### src/hw/rtl/run_length_rank_query_defines.svh
// ----------------------------------------------------------------------------
// Run-length rank query: assertion macros
// Shared checks used at the end of the top level.
// ----------------------------------------------------------------------------
`ifndef RUN_LENGTH_RANK_QUERY_DEFINES_SVH
`define RUN_LENGTH_RANK_QUERY_DEFINES_SVH

// same-cycle implication, sampled on clk, off during rst
`define RLRQ_ASSERT_NOW(label, ante, cons, msg) \
  label: assert property (@(posedge clk) disable iff (rst) (ante) |-> (cons)) \
    else $error(msg);

// next-cycle implication, sampled on clk, off during rst
`define RLRQ_ASSERT_NEXT(label, ante, cons, msg) \
  label: assert property (@(posedge clk) disable iff (rst) (ante) |=> (cons)) \
    else $error(msg);

`endif

### src/hw/rtl/rlrq_pkg.sv
// ----------------------------------------------------------------------------
// Run-length rank query package
// Widths, command codes and transaction types shared by the chain and top.
// ----------------------------------------------------------------------------
`default_nettype none

package rlrq_pkg;

  localparam int MaxRuns = 64;
  localparam int CountW  = $clog2(MaxRuns + 1);
  localparam int SymW    = 4;
  localparam int LenW    = 12;
  localparam int PosW    = 18;
  localparam int CmdW    = 2;

  localparam logic [PosW-1:0] RankMax = {PosW{1'b1}};

  localparam logic [CmdW-1:0] CmdClear  = 2'd0;
  localparam logic [CmdW-1:0] CmdAppend = 2'd1;
  localparam logic [CmdW-1:0] CmdQuery  = 2'd2;

  typedef struct packed {
    logic [CmdW-1:0] command;
    logic [SymW-1:0] run_symbol;
    logic [LenW-1:0] run_length;
    logic [SymW-1:0] query_symbol;
    logic [PosW-1:0] query_index;
  } item_t;

  typedef struct packed {
    logic [PosW-1:0] rank;
    logic            out_of_range;
  } result_t;

  typedef struct packed {
    logic [SymW-1:0] symbol;
    logic [LenW-1:0] length;
  } run_t;

  typedef struct packed {
    logic            valid;
    logic            done;
    logic [SymW-1:0] symbol;
    logic [PosW-1:0] index;
    logic [PosW-1:0] start;
    logic [PosW-1:0] rank;
  } token_t;

endpackage

`default_nettype wire

### src/hw/rtl/rlrq_cell.sv
// ----------------------------------------------------------------------------
// Run-length rank query: chain cell
// Holds one run and updates the query token passing through it.
// ----------------------------------------------------------------------------
`default_nettype none

module rlrq_cell (
  input  wire logic            clk,
  input  wire logic            rst,
  input  wire logic            advance,
  input  wire logic            present,
  input  wire logic            we,
  input  wire rlrq_pkg::run_t  wr_run,
  input  wire rlrq_pkg::token_t tok_in,
  output rlrq_pkg::token_t     tok_out
);

  rlrq_pkg::run_t   run;
  rlrq_pkg::token_t tok_next;

  logic                          live;
  logic                          match;
  logic                          reach;
  logic [rlrq_pkg::PosW:0]       end_pos;
  logic [rlrq_pkg::PosW-1:0]     addend;
  logic [rlrq_pkg::PosW:0]       rank_sum;

  always_ff @(posedge clk) begin
    if (we) begin
      run <= wr_run;
    end
  end

  always_comb begin
    live     = tok_in.valid && !tok_in.done && present;
    match    = run.symbol == tok_in.symbol;
    end_pos  = {1'b0, tok_in.start} + (rlrq_pkg::PosW+1)'(run.length);
    reach    = end_pos >= {1'b0, tok_in.index};
    addend   = reach ? (tok_in.index - tok_in.start) : rlrq_pkg::PosW'(run.length);
    rank_sum = {1'b0, tok_in.rank} + {1'b0, addend};
    tok_next = tok_in;
    if (live) begin
      if (match) begin
        tok_next.rank = rank_sum[rlrq_pkg::PosW] ? rlrq_pkg::RankMax
                                                 : rank_sum[rlrq_pkg::PosW-1:0];
      end
      if (reach) begin
        tok_next.done = 1'b1;
      end else begin
        tok_next.start = end_pos[rlrq_pkg::PosW-1:0];
      end
    end
  end

  always_ff @(posedge clk) begin
    if (rst) begin
      tok_out.valid <= 1'b0;
    end else if (advance) begin
      tok_out <= tok_next;
    end
  end

endmodule

`default_nettype wire

### config.mk
export PLATFORM = sky130hd
export DESIGN_NAME = rlrq_cell
export DESIGN_NICKNAME = d
export VERILOG_FILES = /design/src/hw/rtl/run_length_rank_query_defines.svh /design/src/hw/rtl/rlrq_pkg.sv /design/src/hw/rtl/rlrq_cell.sv
export SDC_FILE = /design/constraint.sdc
export NUM_CORES = 1
export LEC_CHECK = 0
export BUFFER_PORTS_ARGS = -buffer_cell sky130_fd_sc_hd__buf_4
export CORE_MARGIN = 3
export CORE_UTILIZATION = 30
export CTS_CLUSTER_DIAMETER = 100
export DETAILED_ROUTE_END_ITERATION = 6
export SLEW_MARGIN = 25
export SYNTH_ARGS = -nofsm -noshare
export SYNTH_HDL_FRONTEND = slang
export SYNTH_SLANG_ARGS = --single-unit
### constraint.sdc
create_clock -name clk -period 8.35 [get_ports clk]
set_input_delay 1.67 -clock clk [delete_from_list [all_inputs] [get_ports clk]]
set_output_delay 1.67 -clock clk [all_outputs]
set_load 0.02 [all_outputs]
# After elaboration in Yosys (flattened, before gate mapping)
# Cells that the tools add are included.
# W data, S select, Z words.
[totals]
register_bits = 76
out_inout_bits = 60
[op_classes]
addsub = 3
magnitude_cmp = 1
n_eq_ne = 1
mux = 7
n_bitwise = 1
reduce_logical = 4
[ops]
columns = ["cell", "n"]
rows = [
  ["$mux W18", 4],
  ["$mux W36", 1],
  ["$add A18 B12 Y19", 1],
  ["$add A18 B18 Y19", 1],
  ["$ge A19 B18 Y1", 1],
  ["$sub A18 B18 Y18", 1],
  ["$eq A4 B4 Y1", 1],
  ["$logic_and A1 B1 Y1", 2],
  ["$mux W1", 2],
  ["$reduce_and A2 Y1", 1],
  ["$logic_not A1 Y1", 1],
  ["$not A1 Y1", 1],
]

# Longest topological paths before layout
[logic_depth]
ltp_word = 7
depth_mapped = 29

# Least setup slack after synthesis
# Ideal clock, no wire load.
[synth_path]
kind = "input port to flip-flop"
start = "in tok_in[21] in the netlist's numbering"
end = "reg tok_out[10] in the netlist's numbering (data pin)"
setup_time_ns = 0.256
t_arrival_ns = 6.827
required_time_ns = 8.094
slack_ns = 1.267
cell_stages = 28
n_path_buf = 2
cell_sequence = "ha_1 > o21ai_1 > or3_1 > a21bo_2 > a21oi_2 > a21oi_2 > o21ai_4 > nand2_1 > xnor2_1 > ha_1 > nand3_1 > or2_2 > nor2_1 > a21oi_1 > nand2_2 > buf_2 > a21oi_1 > ha_1 > fa_1 > a211oi_1 > o21bai_1 > a21o_1 > a41oi_2 > o21ai_2 > nand3_1 > nand3_2 > buf_2 > o22a_1"
[synth_rtl]
columns = ["element", "line_no", "source"]
rows = [
  ["start, declared", "rlrq_cell.sv:14", "input wire rlrq_pkg::token_t tok_in,"],
  ["end signal, assigned", "rlrq_cell.sv:59", "tok_out <= tok_next;"],
  ["end, declared", "rlrq_cell.sv:15", "output rlrq_pkg::token_t tok_out"],
]

==> results by group <==
Place
  – Post-DP HPWL: roughly 13,000 µm
  – Gpl congestion: 0.817
  – Port Buffer Count: 140

Run status
  – Status: complete, no violations

STA
  – Unrepaired setup endpoints after global routing: no
  – Relative slew slack: between 40% and 50%
  – Final Hold Vio Count: 0
  – Fin crit share: between 90 and 100%
  – Sum Neg Setup Slack: 0 ns
  – Max frequency: around 130 MHz
  – Final min period: between 7 and 8 ns
  – Worst hold slack: between 0.5 and 0.6 ns
  – Max Clock Skew: 0.00646 ns
  – Count of final setup violators: 0
  – Worst-Margin Slew: 0.766 ns
  – Slew Viols, Final: 0

Run
  – Max cap viols: 0

Pwr
  – Worst vdd ir: 0.0911 mV
  – Pint: between 900 and 1000 µW
  – Logic pwr share: ~36%
  – Reg power frac: roughly a third
  – Sw Share: about a third
  – LEAKAGE: 0.00318 µW
  – P_sw: approximately 420 µW
  – Power share of the clock group: 30.2%
  – Power Density: ~180 nW/µm²

Worst setup path
  – Largest stage delay on the critical path: ~0.44 ns
  – R2R setup slack: ~1.7 ns
  – Critical path arrival: around 8 ns
  – Slowest CP cell: o32a_1
  – Critical Setup Path Class: in -> reg
  – Worst setup SP type: input port
  – Critical Path End Type: flop
  – Crit-path max FO: 16
  – Worst EP required: between 8 and 9 ns

GRT
  – Initial antenna violation count: 0
  – First-pass GRT wire length: between 20,000 and 25,000 µm
  – Total grt overflow: 0
  – All-Layer GR Usage: ~15%
  – Largest net degree at the start of global routing: 60
  – Number of global-route vias before repair: between 4,000 and 5,000

Logic synthesis
  – Cells after Synth: 529
  – Dominant synthesized flop cell: edfxtp_1
  – Top cells by area, synth: edfxtp_1 40%, ha_1 14%, xnor2_1 5.1%
  – Ys async rst share: 0%
  – Synthesized area per cell: roughly 11 µm²
  – Flops & latches, synth: 76
  – Cell Area, Synth: roughly 5600 µm²
  – Sequential element share of the synthesized area: about two fifths
  – Post-synth EDFFs: 75
  – Netlist cell types: 63
  – Synth Net Count: 678
  – Largest area contributor in the netlist: edfxtp_1
  – Synth Warn #: 0
  – Area share of the largest cell type after synthesis: approximately 40%

Cells and area
  – Most frequent cells in the layout: 143 x buf_4, 75 x edfxtp_1, 65 x ha_1, 49 x a21oi_1, 45 x inv_1
  – N_diodes: 0
  – Commonest non-fill, non-tap cell in the layout: buf_4
  – Final net count: 825
  – Share of layout cells above drive strength 1: about 29%
  – Area growth syn-to-layout: 29.1%

Route
  – Avg Vias per Cell: a little under 5
  – Vias: around 4,500
  – WL final: roughly 16,000 µm
  – DR pass1 iterations: 5
  – Routed WL per cell: ~17 µm
  – DRT iter0 DRCs: roughly 270
  – Detail Route Antenna Nets: 0
  – Post-route DRC: 0

Clocking
  – Post-CTS setup buffer count: 0
  – Clk root buf: clkbuf_16
  – CTS Buf Count: 9
  – CTS tree: done
  – Hold buffer count at CTS: 0
  – Maximum buffer depth of the clock tree: 2
  – Clk_lat worst skew: approximately 0.34 ns
  – Worst-path clk slew: 0.06 ns
  – H-tree depth: 3
  – # clock sinks: 76

Floorplan
  – Starting density of the core: a little over 30%
  – Die Wd: between 100 and 150 µm
  – I/O pins: approximately 140
  – CORE AREA: approximately 18,000 µm²
  – Row count: approximately 50
  – Die Height: 143 µm
  – Total die area: roughly 20,000 µm²

Min path
  – Hold Path Class: reg -> reg
[routing by layer]
metal | vias to the layer above | part of all wire (%) | track usage, %
met2 | 118 | 48 | 25.5
met5 | - | 0 | 0
met3 | 19 | 4.1 | 3.05
li1 | 2266 | - | -
met4 | 0 | 1.8 | 4.75
met1 | 2094 | 46 | 20.0
[cells by family after synthesis]
group                    synth area share, %
AO/OA/AOI/OAI                           20.5
XOR/XNOR                                7.46
adder cells (fa/ha/maj)                 15.5
buffers and inverters                   3.71
flip-flops                              40.3
multiplexers                            3.60
AND/OR/NAND/NOR                         8.88
[Yosys cell counts (2+ instances only)]
cell type and instances:
or3_1 3, and3_1 3, fa_1 3, o21bai_1 4, a31o_2 2, nor3_1 5
nand2b_1 6, a21bo_2 2, o22a_1 14, a211oi_1 4, o21ai_0 21, nor2b_1 6
a21oi_2 3, edfxtp_1 75, a31oi_1 9, nand2_1 26, xnor2_1 33, inv_1 45
xor2_1 15, o21ai_2 3, nand3_2 2, ha_1 65, a21o_1 24, buf_2 2
clkbuf_1 3, nor2_1 27, mux2i_1 3, o21a_1 9, nand4_1 5, mux2_2 13
nand3_1 9, or2_2 2, a21oi_1 50, o31ai_1 2, o211ai_1 2, o32a_1 2
[metrics by stage]
| step | utilization, % | cell area, µm² | worst slack, ns | std cells | total power [µW] |
|---|---|---|---|---|---|
| 2_1_floorplan | - | 5640 | 1.27 | 529 | 798 |
| 3_3_place_gp | 38.3 | 6970 | 0.413 | 894 | 927 |
| 3_5_place_dp | 38.3 | 6970 | 0.236 | 894 | 937 |
| 4_1_cts | 39.9 | 7270 | 0.588 | 909 | 1350 |
| 5_1_grt | 40.0 | 7280 | 0.187 | 909 | 1430 |
| 6_report | 40.0 | 7280 | 0.648 | 909 | 1340 |
[path summary, 6_finish.rpt]
check	startpoint	end	depth (start not counted)
setup reg to reg	run[0]$_DFFE_PP_	tok_out[12]$_DFFE_PP_	26
hold reg to reg	tok_out[59]$_SDFFE_PP0P_	tok_out[59]$_SDFFE_PP0P_	2
hold / removal	tok_out[59]$_SDFFE_PP0P_	tok_out[59]$_SDFFE_PP0P_	2
setup / recovery	tok_in[18]	tok_out[12]$_DFFE_PP_	27
[state kept, by name (all words and copies together) (netlist names)]
register,cells
tok_out,60
run,16
[what timing repair did]
item,CTS,global route
gates resized for setup,0,1
hold endpoints to repair,0,0
setup endpoints to repair,0,1
[critical path, delay by kind of cell]
kind,cells,cell delay [ns]
XOR/XNOR,1,0.18
AND/OR/NAND/NOR,8,1.67
multiplexers,1,0.35
buffers and inverters,3,0.39
AO/OA/AOI/OAI,10,2.41
adder cells (fa/ha/maj),4,1.12
[power groups by stage]
stage | Clock, µW | Sequential (µW) | Combinational (µW)
2_1_floorplan | 0 | 482 | 315
3_3_place_gp | 0 | 463 | 464
3_5_place_dp | 0 | 464 | 474
4_1_cts | 418 | 456 | 477
5_1_grt | 433 | 458 | 534
6_report | 405 | 455 | 481
[cell type report]
cell class | instances | area [µm²]
multi-input combinational | 401 | 3170
tap | 229 | 287
inverter | 45 | 169
clock buffer | 9 | 225
fill | 1784 | 10900
timing repair buffer | 143 | 1070
sequential | 76 | 2270
clock inverter | 6 | 80.1
(Power assumes the default switching activity.)
